**config.mk**
```make
export PLATFORM = sky130hd
export DESIGN_NAME = cvr_mac
export DESIGN_NICKNAME = d
export VERILOG_FILES = /design/src/design/cvr_pkg.sv /design/src/design/cvr_mac.sv
export SDC_FILE = /design/constraint.sdc
export NUM_CORES = 1
export LEC_CHECK = 0
export BUFFER_PORTS_ARGS = -buffer_cell sky130_fd_sc_hd__buf_2
export CORE_UTILIZATION = 64
export CTS_CLUSTER_SIZE = 30
export DETAILED_ROUTE_END_ITERATION = 8
export PLACE_DENSITY = 0.88
export SLEW_MARGIN = 10
export SYNTH_ARGS = -nofsm -noshare
export SYNTH_HDL_FRONTEND = slang
export SYNTH_SLANG_ARGS = --single-unit
```
**constraint.sdc**
```tcl
create_clock -name i_clk -period 12.8 [get_ports i_clk]
set_input_delay 0.64 -clock i_clk [delete_from_list [all_inputs] [get_ports i_clk]]
set_output_delay 0.64 -clock i_clk [all_outputs]
set_load 0.02 [all_outputs]
```
**src/design/cvr_pkg.sv**
```systemverilog
// ---------------------------------------------------------------------------
// Convolution reverb package
// Field widths, mix constants and the structs passed between the modules.
// ---------------------------------------------------------------------------
package cvr_pkg;

    // Item field widths
    localparam int unsigned SAMPLE_W  = 16;
    localparam int unsigned TAP_IDX_W = 10;
    localparam int unsigned CH_W      = 1;
    localparam int unsigned CH_IDS    = 2 ** CH_W;
    localparam int unsigned PCT_W     = 7;
    localparam int unsigned PROD_W    = 2 * SAMPLE_W;

    // Stream packing
    localparam int unsigned S_TDATA_W = 32;
    localparam int unsigned M_TDATA_W = 24;

    // Item kinds carried on the input tuser
    localparam logic KIND_TAP    = 1'b0;
    localparam logic KIND_SAMPLE = 1'b1;

    // Mix scaling: taps are Q1.15, wet share in percent
    localparam logic [PCT_W-1:0] PCT_FULL  = 7'd100;
    localparam int unsigned      FRAC_BITS = SAMPLE_W - 1;

    // Magnitude clamp ahead of the divide by 100: anything at or above this
    // saturates for either sign, so the divider only sees 22-bit values
    localparam int unsigned         CLAMP_W   = 22;
    localparam logic [CLAMP_W-1:0]  MAG_CLAMP =
        CLAMP_W'(100 * (2 ** (SAMPLE_W - 1) + 1));

    // Reciprocal of 100 for a 22-bit dividend: ceil(2^29 / 100)
    localparam int unsigned         RECIP_SHIFT = 29;
    localparam int unsigned         RECIP_W     = 23;
    localparam logic [RECIP_W-1:0]  RECIP_100   = 23'd5368710;

    // Saturation limits as magnitudes
    localparam logic [SAMPLE_W-1:0] MAG_POS_MAX = SAMPLE_W'(2 ** (SAMPLE_W - 1) - 1);
    localparam logic [SAMPLE_W-1:0] MAG_NEG_MAX = SAMPLE_W'(2 ** (SAMPLE_W - 1));

    // Control from the sequencer to the multiply-accumulate unit
    typedef struct packed {
        logic clr;
        logic issue;
    } t_mac_ctl;

    // Mixed and saturated result
    typedef struct packed {
        logic [SAMPLE_W-1:0] sample;
        logic                clipped;
    } t_mix_res;

endpackage

```
**src/design/cvr_mac.sv**
```systemverilog
// ---------------------------------------------------------------------------
// Convolution multiply-accumulate unit
// Multiplies one tap by one history sample per cycle and sums the products.
// ---------------------------------------------------------------------------
module cvr_mac #(
    parameter int unsigned ACC_W = 42
) (
    input  logic                                 i_clk,
    input  logic                                 i_rst_n,
    input  cvr_pkg::t_mac_ctl                    i_ctl,
    input  logic signed [cvr_pkg::SAMPLE_W-1:0]  i_tap,
    input  logic signed [cvr_pkg::SAMPLE_W-1:0]  i_hist,
    output logic signed [ACC_W-1:0]              o_acc,
    output logic                                 o_empty
);

    logic                                r_dv;
    logic                                r_pv;
    logic signed [cvr_pkg::PROD_W-1:0]   r_prod;
    logic signed [ACC_W-1:0]             r_acc;

    // Track read data and product validity
    always_ff @(posedge i_clk) begin
        if (!i_rst_n) begin
            r_dv <= 1'b0;
            r_pv <= 1'b0;
        end else begin
            r_dv <= i_ctl.issue;
            r_pv <= r_dv;
        end
    end

    // Register the product of the memory outputs
    always_ff @(posedge i_clk) begin
        if (r_dv) begin
            r_prod <= i_tap * i_hist;
        end
    end

    // Clear at the start of a sample, then accumulate
    always_ff @(posedge i_clk) begin
        if (i_ctl.clr) begin
            r_acc <= '0;
        end else if (r_pv) begin
            r_acc <= r_acc + ACC_W'(r_prod);
        end
    end

    assign o_acc   = r_acc;
    assign o_empty = !r_dv && !r_pv;

endmodule

```
# Word level (Yosys, flattened, before mapping)
# Index checks and enable logic that the tools add are counted.
dict set report op_classes {
  addsub 1
  mul 1
  n_reduce_logical 3
}
# op count
set ops {}
lappend ops {{adder 42 x 32 -> 42 bit} 1}
lappend ops {{multiplier 16 x 16 -> 32 bit} 1}
lappend ops {{zero test 1 bit} 2}
lappend ops {{logical AND 1 bit} 1}
dict set report word_totals {
  regBits 76
  in_bits 36
  output_inout_bits 43
  elab_cells 9
}

# Longest topological paths before layout
dict set report depth {
  ltp_word 2
  depth_mapped 24
  ltp_nobuf 23
}

# Least setup slack after synthesis
# No wires, ideal clock.
dict set report synth_timing {
  path_kind {input port to flip-flop}
  start {input port i_hist[1] in the netlist's numbering}
  end {register r_prod[31] in the netlist's numbering (data pin)}
  setup_ps 262
  t_arrival_ps 6357
  required_ps 12538
  setup_slack_ps 6180
  stages 22
  n_path_buf 1
  path_cell_list {clkbuf_1 nand2_1 inv_1 fa_1 fa_1 fa_1 fa_1 fa_1 inv_1 fa_1 inv_1 ha_1 a21o_1 a21o_1 a21oi_1 nor2_1 a2111oi_2 o21a_2 nand2_2 a221o_2 a311oi_2 xnor2_1}
}
dict set report synth_between {
  elab_chain_cells 1
}
# element line_no
set synth_lines {}
lappend synth_lines {{start, declared} cvr_mac.sv:12} ;# input logic signed [cvr_pkg::SAMPLE_W-1:0] i_hist,
lappend synth_lines {{multiplier 16 x 16 -> 32 bit} cvr_mac.sv:36} ;# r_prod <= i_tap * i_hist;
lappend synth_lines {{end signal, assigned} cvr_mac.sv:36}
lappend synth_lines {{end, declared} cvr_mac.sv:19} ;# logic signed [cvr_pkg::PROD_W-1:0] r_prod;
# No other way between the ends.
# A chain may end at the register's enable or synchronous reset.

# Worst setup path after layout
# Ends and elaborated chain as after synthesis.

==> metrics.txt <==
outcome=finished, violations left; failing checks=DRC; max-slew violations=0; Synth Cell Area=14500 µm²; Starting Density=0.660; CP peak stage delay=0.77 ns; Vias=11.1k; worst skew pair latency=0.33 ns; leading area contributor after synthesis=fa_1; Least-Margin Pin Slew=0.711 ns; max_cap viols=0; R2R Path Start=o_acc[0]$_SDFFE_PP0P_; Total GRT Usage=0.291; DRT iter0 DRCs=667; XOR/XNOR share of the synthesized area=0.0361; crit-path max FO=16; pre-CTS setup slack=5.81 ns; drt pass-1 iters=9; die area=23300 µm²; post_cts resized=0; syn_area_per_cell=9.21 µm²; Non-Filler Instances=1900; Setup violations, final=0; syn nets=2000; required time worst endpoint=12.88 ns; synth unique cells=68; Area Growth Syn to Fin=5.78%; Ports=79; total CTS buffers=9; first-pass GRT wire length=54.9 mm; hold path start=o_acc[35]$_SDFFE_PP0P_; Post-Route Skew=~0.006 ns; number of routed nets with antenna violations=0; count leader, synth=inv_1; final WL=32.4 mm; Post-CTS Setup Inserts=0; f_max=0.149 GHz; post-DR wirelength/cell=17.0 µm; Residual DRC=9; layout cells sized above 1=0.0648; port buffer count=78; Yosys top cell area share=0.362; hold slack=0.502 ns; Die Y=153 µm; Crit. End Element=register; FF+latch area=1840 µm²; filler instances=around 1.6k; Hold Path Stages=2; #FFs+latches synth=76; post-synthesis sequential area ratio=0.127; CTS root buffer=clkbuf_16; CTS Buffer Depth=2; ys async rst share=0; ys flop type=dfxtp_1; die span in x=153 µm; final worst path period need=6.69 ns; initial antenna violation count=0; Setup CP Type=input pin to register; clk sinks=76; dpl cells=around 1.9k; EDFF count, synth=32; clock-pin slew on the worst setup and hold paths=0.06 ns; cts hold-fix bufs=0; Synth top cells by count=inv_1 (306), fa_1 (263), nand2_1 (157); compound-cell area share of the yosys netlist=0.102; Vias per Instance=slightly below 6; post-synthesis adder-cell area fraction=0.468; CP startpoint=i_hist[1]; Syn. warnings=0; mux cell area share after synthesis=0.0173; Total Nets Final=slightly above 2k; Hold Crit Class=register to register; worst r2r path cells=13; largest net degree at the start of global routing=62; # H-tree levels=3; RSZ-0062 raised after global routing=false; CTS tree=yes; setup_tns=0 ns; Site Rows=54; Inserted Diodes=0; Core Box Area=approximately 22000 µm²; final period utilization=0.523; DP Wirelength=26.6 mm; vias in the first global route=between 10k and 15k; critical-path cell list=buf_2 > nand2_1 > inv_1 > fa_1 > fa_1 > fa_1 > fa_1 > fa_1 > inv_1 > fa_1 > inv_1 > ha_1 > a21o_1 > a21o_1 > a21oi_1 > nor2_1 > a2111oi_2 > o21a_2 > nand2_2 > a221o_2 > a311oi_2 > xnor2_1; final hold viol count=0; Post-Syn Instances=roughly 1.6k; Max stage delay cell, worst path=fa_1; grt total ovfl=0; simple-gate portion of the synthesized area=0.156; startpoint types=input pin; top cells by area, synth=fa_1 (36%), ha_1 (11%), inv_1 (7.9%); crit path DAT=slightly below 7 ns; Top cell by count, worst path=fa_1; main combinational cell family by area after synthesis=adder cells; Multi-input gate area=roughly 11000 µm²; Worst slew margin=0.526; routability congestion estimate=0.943; Worst Slack Setup Final=6.11 ns
-- routing by layer --
layer | GRT usage | vias to the layer above | part of all wire
li1 | - | 5069 | -
met1 | 0.381 | 5402 | 0.41
met2 | 0.497 | 523 | 0.48
met3 | 0.0563 | 56 | 0.092
met4 | 0.0779 | 0 | 0.019
met5 | 0 | - | 0
-- cells in the final DEF, fill, tap and decap left out, types with 18 or more instances in the layout --
cell type	synthesis	layout
inv_1	306	306
fa_1	263	263
nand2_1	157	157
and2_1	131	131
ha_1	123	123
buf_2	0	78
nor2_1	76	76
a21oi_1	57	57
dfxtp_1	44	43
xnor2_1	42	42
a21o_1	33	33
edfxtp_1	32	32
o21ai_0	27	27
mux2i_1	24	24
xor2_1	18	18
-- kinds of logic after synthesis --
family / count (synthesis)
and+or+nand+nor: 454
adders and majority gates: 386
buffers and inverters: 361
AOI/OAI and AO/OA: 216
DFF: 76
xor gates and xnor gates: 60
muxes: 25
-- flip-flops by register name (all words and copies together) (netlist names) --
name and cells:
r_pv 1, o_acc 42, r_prod 32, r_dv 1
-- metrics by stage --
stage	utilization	cell area [µm²]
5_1_grt	0.698	15400
3_3_place_gp	0.685	15100
2_1_floorplan	-	14500
3_5_place_dp	0.685	15100
6_report	0.698	15400
4_1_cts	0.698	15400
-- layout make-up --
class / count / share of cell area
clock inverter: 3 / 0.00138
tap: 280 / 0.0228
multi-input combinational: 1141 / 0.737
clock buffer: 13 / 0.0170
inverter: 306 / 0.0747
sequential: 76 / 0.120
timing repair buffer: 81 / 0.0268
-- worst max-delay path, delay by kind of cell --
family / cells / cell delay, ns
compound gates: 7 / 1.72
xor+xnor: 1 / 0.11
fa+ha+maj: 7 / 3.61
buf+inv: 4 / 0.39
simple gates: 3 / 0.29
-- final timing paths --
path,to,slack [ns]
min,o_acc[35]$_SDFFE_PP0P_,0.50
min reg2reg,o_acc[35]$_SDFFE_PP0P_,0.50
max,r_prod[31]$_DFFE_PP_,6.11
max reg2reg,o_acc[32]$_SDFFE_PP0P_,9.27
Power is not shown: default switching activity piles up to over one toggle a cycle in this logic, so the estimate is an artifact.
