[config.mk]
export PLATFORM = sky130hd
export DESIGN_NAME = cvr_mix
export DESIGN_NICKNAME = d
export VERILOG_FILES = /design/src/design/cvr_pkg.sv /design/src/design/cvr_mix.sv
export SDC_FILE = /design/constraint.sdc
export NUM_CORES = 2
export LEC_CHECK = 0
export BUFFER_PORTS_ARGS = -buffer_cell sky130_fd_sc_hd__buf_4
export CAP_MARGIN = 5
export CORE_MARGIN = 1.5
export CORE_UTILIZATION = 35
export DETAILED_ROUTE_END_ITERATION = 10
export PLACE_DENSITY_LB_ADDON = 0.25
export SLEW_MARGIN = 20
export SYNTH_ARGS = -nofsm -noshare
export SYNTH_HDL_FRONTEND = slang
export SYNTH_SLANG_ARGS = --single-unit
[constraint.sdc]
create_clock -name i_clk -period 27.3 [get_ports i_clk]
set_clock_uncertainty 0.2 [all_clocks]
set_input_delay 8.19 -clock i_clk [delete_from_list [all_inputs] [get_ports i_clk]]
set_output_delay 8.19 -clock i_clk [all_outputs]
set_load 0.02 [all_outputs]
[src/design/cvr_pkg.sv]
// ---------------------------------------------------------------------------
// Convolution reverb package
// Field widths, mix constants and the structs passed between the modules.
// ---------------------------------------------------------------------------
package cvr_pkg;

    // Item field widths
    localparam int unsigned SAMPLE_W  = 16;
    localparam int unsigned TAP_IDX_W = 10;
    localparam int unsigned CH_W      = 1;
    localparam int unsigned CH_IDS    = 2 ** CH_W;
    localparam int unsigned PCT_W     = 7;
    localparam int unsigned PROD_W    = 2 * SAMPLE_W;

    // Stream packing
    localparam int unsigned S_TDATA_W = 32;
    localparam int unsigned M_TDATA_W = 24;

    // Item kinds carried on the input tuser
    localparam logic KIND_TAP    = 1'b0;
    localparam logic KIND_SAMPLE = 1'b1;

    // Mix scaling: taps are Q1.15, wet share in percent
    localparam logic [PCT_W-1:0] PCT_FULL  = 7'd100;
    localparam int unsigned      FRAC_BITS = SAMPLE_W - 1;

    // Magnitude clamp ahead of the divide by 100: anything at or above this
    // saturates for either sign, so the divider only sees 22-bit values
    localparam int unsigned         CLAMP_W   = 22;
    localparam logic [CLAMP_W-1:0]  MAG_CLAMP =
        CLAMP_W'(100 * (2 ** (SAMPLE_W - 1) + 1));

    // Reciprocal of 100 for a 22-bit dividend: ceil(2^29 / 100)
    localparam int unsigned         RECIP_SHIFT = 29;
    localparam int unsigned         RECIP_W     = 23;
    localparam logic [RECIP_W-1:0]  RECIP_100   = 23'd5368710;

    // Saturation limits as magnitudes
    localparam logic [SAMPLE_W-1:0] MAG_POS_MAX = SAMPLE_W'(2 ** (SAMPLE_W - 1) - 1);
    localparam logic [SAMPLE_W-1:0] MAG_NEG_MAX = SAMPLE_W'(2 ** (SAMPLE_W - 1));

    // Control from the sequencer to the multiply-accumulate unit
    typedef struct packed {
        logic clr;
        logic issue;
    } t_mac_ctl;

    // Mixed and saturated result
    typedef struct packed {
        logic [SAMPLE_W-1:0] sample;
        logic                clipped;
    } t_mix_res;

endpackage

[src/design/cvr_mix.sv]
// ---------------------------------------------------------------------------
// Wet/dry mixer
// Forms conv*wet + dry*2^15*(100-wet), divides by 100*2^15 toward zero and
// saturates to 16 bits over a five-stage pipeline.
// ---------------------------------------------------------------------------
module cvr_mix #(
    parameter int unsigned ACC_W = 42
) (
    input  logic                                 i_clk,
    input  logic                                 i_rst_n,
    input  logic                                 i_start,
    input  logic signed [ACC_W-1:0]              i_acc,
    input  logic signed [cvr_pkg::SAMPLE_W-1:0]  i_dry,
    input  logic [cvr_pkg::PCT_W-1:0]            i_wet,
    output logic                                 o_done,
    output cvr_pkg::t_mix_res                    o_res
);

    localparam int unsigned WET_PROD_W = ACC_W + cvr_pkg::PCT_W + 1;
    localparam int unsigned DRY_PROD_W = cvr_pkg::SAMPLE_W + cvr_pkg::PCT_W + 1;
    localparam int unsigned MIX_W      = WET_PROD_W + 1;
    localparam int unsigned QPROD_W    = cvr_pkg::CLAMP_W + cvr_pkg::RECIP_W;

    logic [4:0]                         r_v;
    logic [cvr_pkg::PCT_W-1:0]          w_wet_eff;
    logic [cvr_pkg::PCT_W-1:0]          w_dry_pct;
    logic signed [WET_PROD_W-1:0]       r_wet_prod;
    logic signed [DRY_PROD_W-1:0]       r_dry_prod;
    logic signed [MIX_W-1:0]            r_mix;
    logic [MIX_W-1:0]                   w_mag;
    logic [MIX_W-1:0]                   w_shr;
    logic [cvr_pkg::CLAMP_W-1:0]        w_mag_cl;
    logic [cvr_pkg::CLAMP_W-1:0]        r_mag;
    logic                               r_neg3;
    logic [QPROD_W-1:0]                 w_qprod;
    logic [cvr_pkg::SAMPLE_W-1:0]       r_quo;
    logic                               r_neg4;
    logic [cvr_pkg::SAMPLE_W-1:0]       w_quo_neg;
    cvr_pkg::t_mix_res                  w_res;
    cvr_pkg::t_mix_res                  r_res;

    // Advance the stage valids
    always_ff @(posedge i_clk) begin
        if (!i_rst_n) begin
            r_v <= '0;
        end else begin
            r_v <= {r_v[3:0], i_start};
        end
    end

    // Clamp the wet share to 100 percent
    assign w_wet_eff = (i_wet > cvr_pkg::PCT_FULL) ? cvr_pkg::PCT_FULL : i_wet;
    assign w_dry_pct = cvr_pkg::PCT_FULL - w_wet_eff;

    // Stage 1: weight the wet and dry paths
    always_ff @(posedge i_clk) begin
        if (i_start) begin
            r_wet_prod <= i_acc * $signed({1'b0, w_wet_eff});
            r_dry_prod <= i_dry * $signed({1'b0, w_dry_pct});
        end
    end

    // Stage 2: sum with the dry path lifted to Q15
    always_ff @(posedge i_clk) begin
        if (r_v[0]) begin
            r_mix <= MIX_W'(r_wet_prod) + (MIX_W'(r_dry_prod) <<< cvr_pkg::FRAC_BITS);
        end
    end

    // Stage 3: magnitude, drop the fraction, clamp far overflows
    assign w_mag    = r_mix[MIX_W-1] ? MIX_W'(-r_mix) : MIX_W'(r_mix);
    assign w_shr    = w_mag >> cvr_pkg::FRAC_BITS;
    assign w_mag_cl = (w_shr >= MIX_W'(cvr_pkg::MAG_CLAMP)) ? cvr_pkg::MAG_CLAMP
                                                             : cvr_pkg::CLAMP_W'(w_shr);

    always_ff @(posedge i_clk) begin
        if (r_v[1]) begin
            r_mag  <= w_mag_cl;
            r_neg3 <= r_mix[MIX_W-1];
        end
    end

    // Stage 4: divide the magnitude by 100 through its reciprocal
    assign w_qprod = QPROD_W'(r_mag) * QPROD_W'(cvr_pkg::RECIP_100);

    always_ff @(posedge i_clk) begin
        if (r_v[2]) begin
            r_quo  <= w_qprod[cvr_pkg::RECIP_SHIFT +: cvr_pkg::SAMPLE_W];
            r_neg4 <= r_neg3;
        end
    end

    // Stage 5: restore the sign and saturate
    assign w_quo_neg = ~r_quo + 1'b1;

    always_comb begin
        w_res.sample  = r_quo;
        w_res.clipped = 1'b0;
        if (!r_neg4) begin
            if (r_quo > cvr_pkg::MAG_POS_MAX) begin
                w_res.sample  = cvr_pkg::MAG_POS_MAX;
                w_res.clipped = 1'b1;
            end
        end else begin
            if (r_quo > cvr_pkg::MAG_NEG_MAX) begin
                w_res.sample  = cvr_pkg::MAG_NEG_MAX;
                w_res.clipped = 1'b1;
            end else begin
                w_res.sample = w_quo_neg;
            end
        end
    end

    always_ff @(posedge i_clk) begin
        if (r_v[3]) begin
            r_res <= w_res;
        end
    end

    assign o_done = r_v[4];
    assign o_res  = r_res;

endmodule

== Word-level counts from Yosys, hierarchy flattened ==
Cells that the tools add are included.
Word-level totals
  register bits: 187
  output and inout bits: 18
  word-level logic and storage cells: 28
Cells by class
  add/sub/neg operators: 4
  multiply operators: 3
  $lt $le $gt $ge: 4
  muxes and demuxes: 6
  bitwise gates (word level): 1
Operator list (number)
  adder 50 x 39 -> 51 bit: 1
  two-way mux 51 bit: 1
  negation 51 bit: 1
  multiplier 42 x 8 -> 50 bit: 1
  multiplier 22 x 22 -> 44 bit (second input constant): 1
  greater-or-equal comparator 36 x 22 -> 1 bit (second input constant): 1
  two-way mux 17 bit: 2
  multiplier 16 x 8 -> 24 bit: 1
  adder 16 x 1 -> 16 bit (second input constant): 1
  > comparator 16 x 15 -> 1 bit (second input constant): 1
  > comparator 16 bit (second input constant): 1
  two-way mux 16 bit: 1
  inverter 16 bit: 1
  > comparator 7 bit (second input constant): 1
  two-way mux 7 bit: 1
  subtractor 7 bit (first input constant): 1
  two-way mux 1 bit: 1

== Longest topological paths before layout ==
  depth after elaboration: 4
  mapped depth: 34
  gate-level depth less buffers: 30

== Least setup slack after synthesis ==
Ideal clock, no wire load.
  path type: input -> register
  start point: input port i_wet[3] (netlist bit)
  end point: register r_dry_prod[23], data pin
  setup time: 0.260 ns
  arrival time: 14.936 ns
  data required time: 26.840 ns
  path slack: 11.904 ns
  stages: 32
  buffers on the path: 4
  path through: clkbuf_1 nor2_1 a21oi_1 nor2b_1 clkbuf_1 clkbuf_1 inv_1 ha_1 nor2_1 nor2_1 xnor2_1 clkbuf_1 nand2_1 fa_1 inv_1 fa_1 fa_1 inv_1 fa_1 inv_1 ha_1 o21a_1 nor2_1 o21ba_2 a211oi_1 o31a_1 o41ai_1 o21ai_0 o41ai_1 o21bai_1 a21oi_1 xnor2_1
On the way
  word-level cells in the longest chain between the ends: 4
RTL lines
  start, declared: RTL line cvr_mix.sv:14  | input logic [cvr_pkg::PCT_W-1:0] i_wet,
  > comparator 7 bit: RTL line cvr_mix.sv:52  | assign w_wet_eff = (i_wet > cvr_pkg::PCT_FULL) ? cvr_pkg::PCT_FULL : i_wet;
  two-way mux 7 bit (*): RTL line cvr_mix.sv:52
  subtractor 7 bit (*): RTL line cvr_mix.sv:53  | assign w_dry_pct = cvr_pkg::PCT_FULL - w_wet_eff;
  multiplier 16 x 8 -> 24 bit (*): RTL line cvr_mix.sv:59  | r_dry_prod <= i_dry * $signed({1'b0, w_dry_pct});
  end signal, assigned: RTL line cvr_mix.sv:59
  end, declared: RTL line cvr_mix.sv:28  | logic signed [DRY_PROD_W-1:0] r_dry_prod;
Every way passes the cells marked *; elsewhere a longest branch is shown, timed or not.
A chain may end at the register's enable or synchronous reset.

== Worst setup path after layout ==
  start point: input port i_wet[0] (netlist bit)
  end point: register r_dry_prod[23], data pin
The elaborated chain is that of the path after synthesis.

==> impl_metrics.json <==
{
  "clock_latency_ns": 0.46,
  "drive_above_1_share_pct": 5.09,
  "drt_iter0_drc": 1065,
  "vias": 21094,
  "combPwrFrac_pct": 68.3,
  "totalWireLength_um": 71000,
  "seqPwrFrac_pct": 22.5,
  "drc": 0,
  "fin_ws_ns": 11.37,
  "grt_max_degree": 83,
  "cts_post_setup_buffers_inserted": 0,
  "antenna_found_initial": 1,
  "tightest_slew_ns": 1.17,
  "fp.dieW_um": 305,
  "clkSlewWorstSetupHoldPaths_ns": 0.07,
  "area_growth_pct": 7.87,
  "r2r_start": "r_mag[10]",
  "via_per_inst": 4.71,
  "cts_buffers": 17,
  "multi_input_area_um2": 23300,
  "criticalPathCategory": "input pin to register",
  "synth-edff-count": 182,
  "synthArstFlopShare_pct": 0,
  "synth.top_cell.area_share_pct": 30.2,
  "ir_worst_vdd_v": 0.0000556,
  "status": "finished, final reports clean",
  "yosysWarnings": 0,
  "tritoncts": "built",
  "max_freq_mhz": 62.8,
  "clockPowerShare_pct": 9.2,
  "synth_flop_cell": "edfxtp_1",
  "gp_congestion": 0.852,
  "syn_area_um2": 31800,
  "fill_cells": 9059,
  "htreeDepth": 4,
  "setup-violations-final": 0,
  "synth_top_cell_by_area": "fa_1",
  "reg2reg_to": "r_quo[14]",
  "p_int_mw": 1.40,
  "firstDrtPassIters": 5,
  "ys_top_cells_by_area": "fa_1 (30%), edfxtp_1 (17%), ha_1 (17%), inv_1 (8.7%), and2_1 (4.4%)",
  "start_kind": "input pin",
  "rsz0062_at_grt": "false",
  "ctsResizeCount": 0,
  "rrSetupSlack_ns": 19.53,
  "cts_sinks": 187,
  "hold_viol": 0,
  "yosys-top-cells-count": "inv_1 (737), fa_1 (481), ha_1 (424)",
  "regArea_um2": 5570,
  "switching_share_pct": 46.2,
  "slowest_stage": "xnor2_2",
  "cp.arrival_ns": 15.93,
  "wl_per_cell_um": 15.9,
  "core_area_um2": 90100,
  "startpoint": "i_wet[0]",
  "tns_ns": 0,
  "synth-seq-area-share_pct": 17.5,
  "avgSynthCellArea_um2": 9.79,
  "synth-seq-cells": 187,
  "reg2reg_depth": 23,
  "die_y_um": 305,
  "period_share_pct": 58.3,
  "synth.most_common_cell": "inv_1",
  "dieArea_um2": 92800,
  "hpwl_um": 59200,
  "drv_cap": 0,
  "period_needed_ns": 15.93,
  "initial_utilization_pct": 35.3,
  "p_sw_mw": 1.20,
  "hold_buffers": 0,
  "grt_usage_pct": 15.8,
  "crit_fanout": 43,
  "dp_slack_ns": 10.99,
  "synthDistinctLibCells": 76,
  "grt-ovfl-total": 0,
  "clockBufferDepth": 2,
  "grt_pass1_vias": 21931,
  "netlist_instances": 3253,
  "antenna_left": 0,
  "crit_path_end_kind": "register",
  "hold_depth": 0,
  "hold_class": "register to register",
  "portBuffers": 85,
  "finalPower_mw": 2.60,
  "cellPowerDensity_nw_per_um2": 75.7,
  "timing.critical_path.to": "r_dry_prod[23]",
  "synth_nets": 4226,
  "final_nets": 4263,
  "grt_pass1_wl_um": 118000,
  "required_ns": 27.31,
  "row_count": 110,
  "slew_headroom_pct": 21.5,
  "ioPinCount": 86,
  "clock_tree.root_cell": "clkbuf_16",
  "slowest_delay_ns": 0.94,
  "p_leak_nw": 16.7,
  "slew_violations": 0
}
## layer usage
| layer | vias up | global-route usage [%] | wire, um |
|---|---|---|---|
| met5 | - | 0 | 0 |
| met4 | 0 | 2.88 | 907 |
| met3 | 43 | 1.54 | 1750 |
| met2 | 275 | 26.9 | 34500 |
| met1 | 10225 | 21.9 | 33900 |
| li1 | 10551 | - | - |
## state kept, by name (all words and copies together) (netlist names)
register    cells
r_mix          51
r_wet_prod     50
r_dry_prod     24
r_mag          22
o_res          17
r_quo          16
r_v             5
r_neg3          1
r_neg4          1
## final cells by class
cell class	instances	share of cell area (%)
Sequential cell	187	16.2
Antenna cell	1	0.00728
Tap cell	1176	4.28
Timing Repair Buffer	95	2.08
Multi-Input combinational cell	2252	67.7
Clock buffer	17	1.24
Inverter	737	8.05
Clock inverter	15	0.444
## metrics by stage
stage	cells	area, um2	hold WS [ns]	utilization (%)
3_3_place_gp	4447	33800	0.202	37.5
2_1_floorplan	3253	31800	0.200	-
6_report	4480	34400	0.222	38.1
3_5_place_dp	4447	33800	0.205	37.5
4_1_cts	4479	34300	0.224	38.1
5_1_grt	4479	34400	0.234	38.1
## kinds of logic (layout without fill, tap and decap cells)
| group | count (synthesis) | in the layout | synth area share [%] |
|---|---|---|---|
| and+or+nand+nor | 794 | 794 | 13.6 |
| AOI/OAI and AO/OA | 410 | 410 | 8.44 |
| other | 0 | 1 | 0 |
| DFF | 187 | 187 | 17.5 |
| muxes | 3 | 3 | 0.0982 |
| buffers and inverters | 814 | 864 | 9.64 |
| xor gates and xnor gates | 140 | 140 | 3.85 |
| adders and majority gates | 905 | 905 | 46.9 |
## cells in the final DEF, fill, tap and decap left out, types with 10 or more instances in the layout
| cell type | count |
|---|---|
| nand4_1 | 19 |
| inv_1 | 737 |
| or3_1 | 18 |
| nand3_1 | 27 |
| clkbuf_16 | 17 |
| a211oi_1 | 23 |
| a21oi_1 | 106 |
| nand2b_1 | 20 |
| fa_1 | 481 |
| o21a_1 | 29 |
| nor3_1 | 31 |
| nor2_2 | 10 |
| edfxtp_1 | 182 |
| a21o_1 | 57 |
| xor2_1 | 49 |
| o311ai_0 | 11 |
| nand2_1 | 153 |
| nor2b_1 | 58 |
| a31oi_1 | 10 |
| ha_1 | 424 |
| o21bai_1 | 12 |
| o21ai_0 | 84 |
| nor4_1 | 15 |
| buf_4 | 95 |
| xnor2_1 | 90 |
| nor2_1 | 101 |
| and3_1 | 84 |
| and2_1 | 224 |
## power groups by stage
stage	combinational (mW)	clock, mW	sequential [mW]
after CTS	1.80	0.250	0.586
after detailed placement	1.78	0	0.592
final	1.77	0.240	0.585
after global routing	2.03	0.260	0.595
after global placement	1.78	0	0.591
after floorplan	1.40	0	0.551
## worst min-delay path by stage
stage	endpoint	slack, ns	startpoint
finish	r_mix[9]	0.22	r_wet_prod[9]
global route	r_mix[10]	0.23	r_wet_prod[10]
CTS	r_mix[9]	0.22	r_wet_prod[9]
detailed placement	r_mix[8]	0.20	r_wet_prod[8]
global placement	r_mix[6]	0.20	r_wet_prod[6]
floorplan	r_mix[0]	0.20	r_wet_prod[0]
## worst max-delay path, delay by kind of cell
kind | cells | cell delay (ns)
adders and majority gates | 6 | 2.71
AOI/OAI and AO/OA | 11 | 2.66
xor gates and xnor gates | 2 | 1.01
buffers and inverters | 6 | 0.80
and+or+nand+nor | 3 | 0.52
Note: power is estimated with default switching activity, not from simulation.
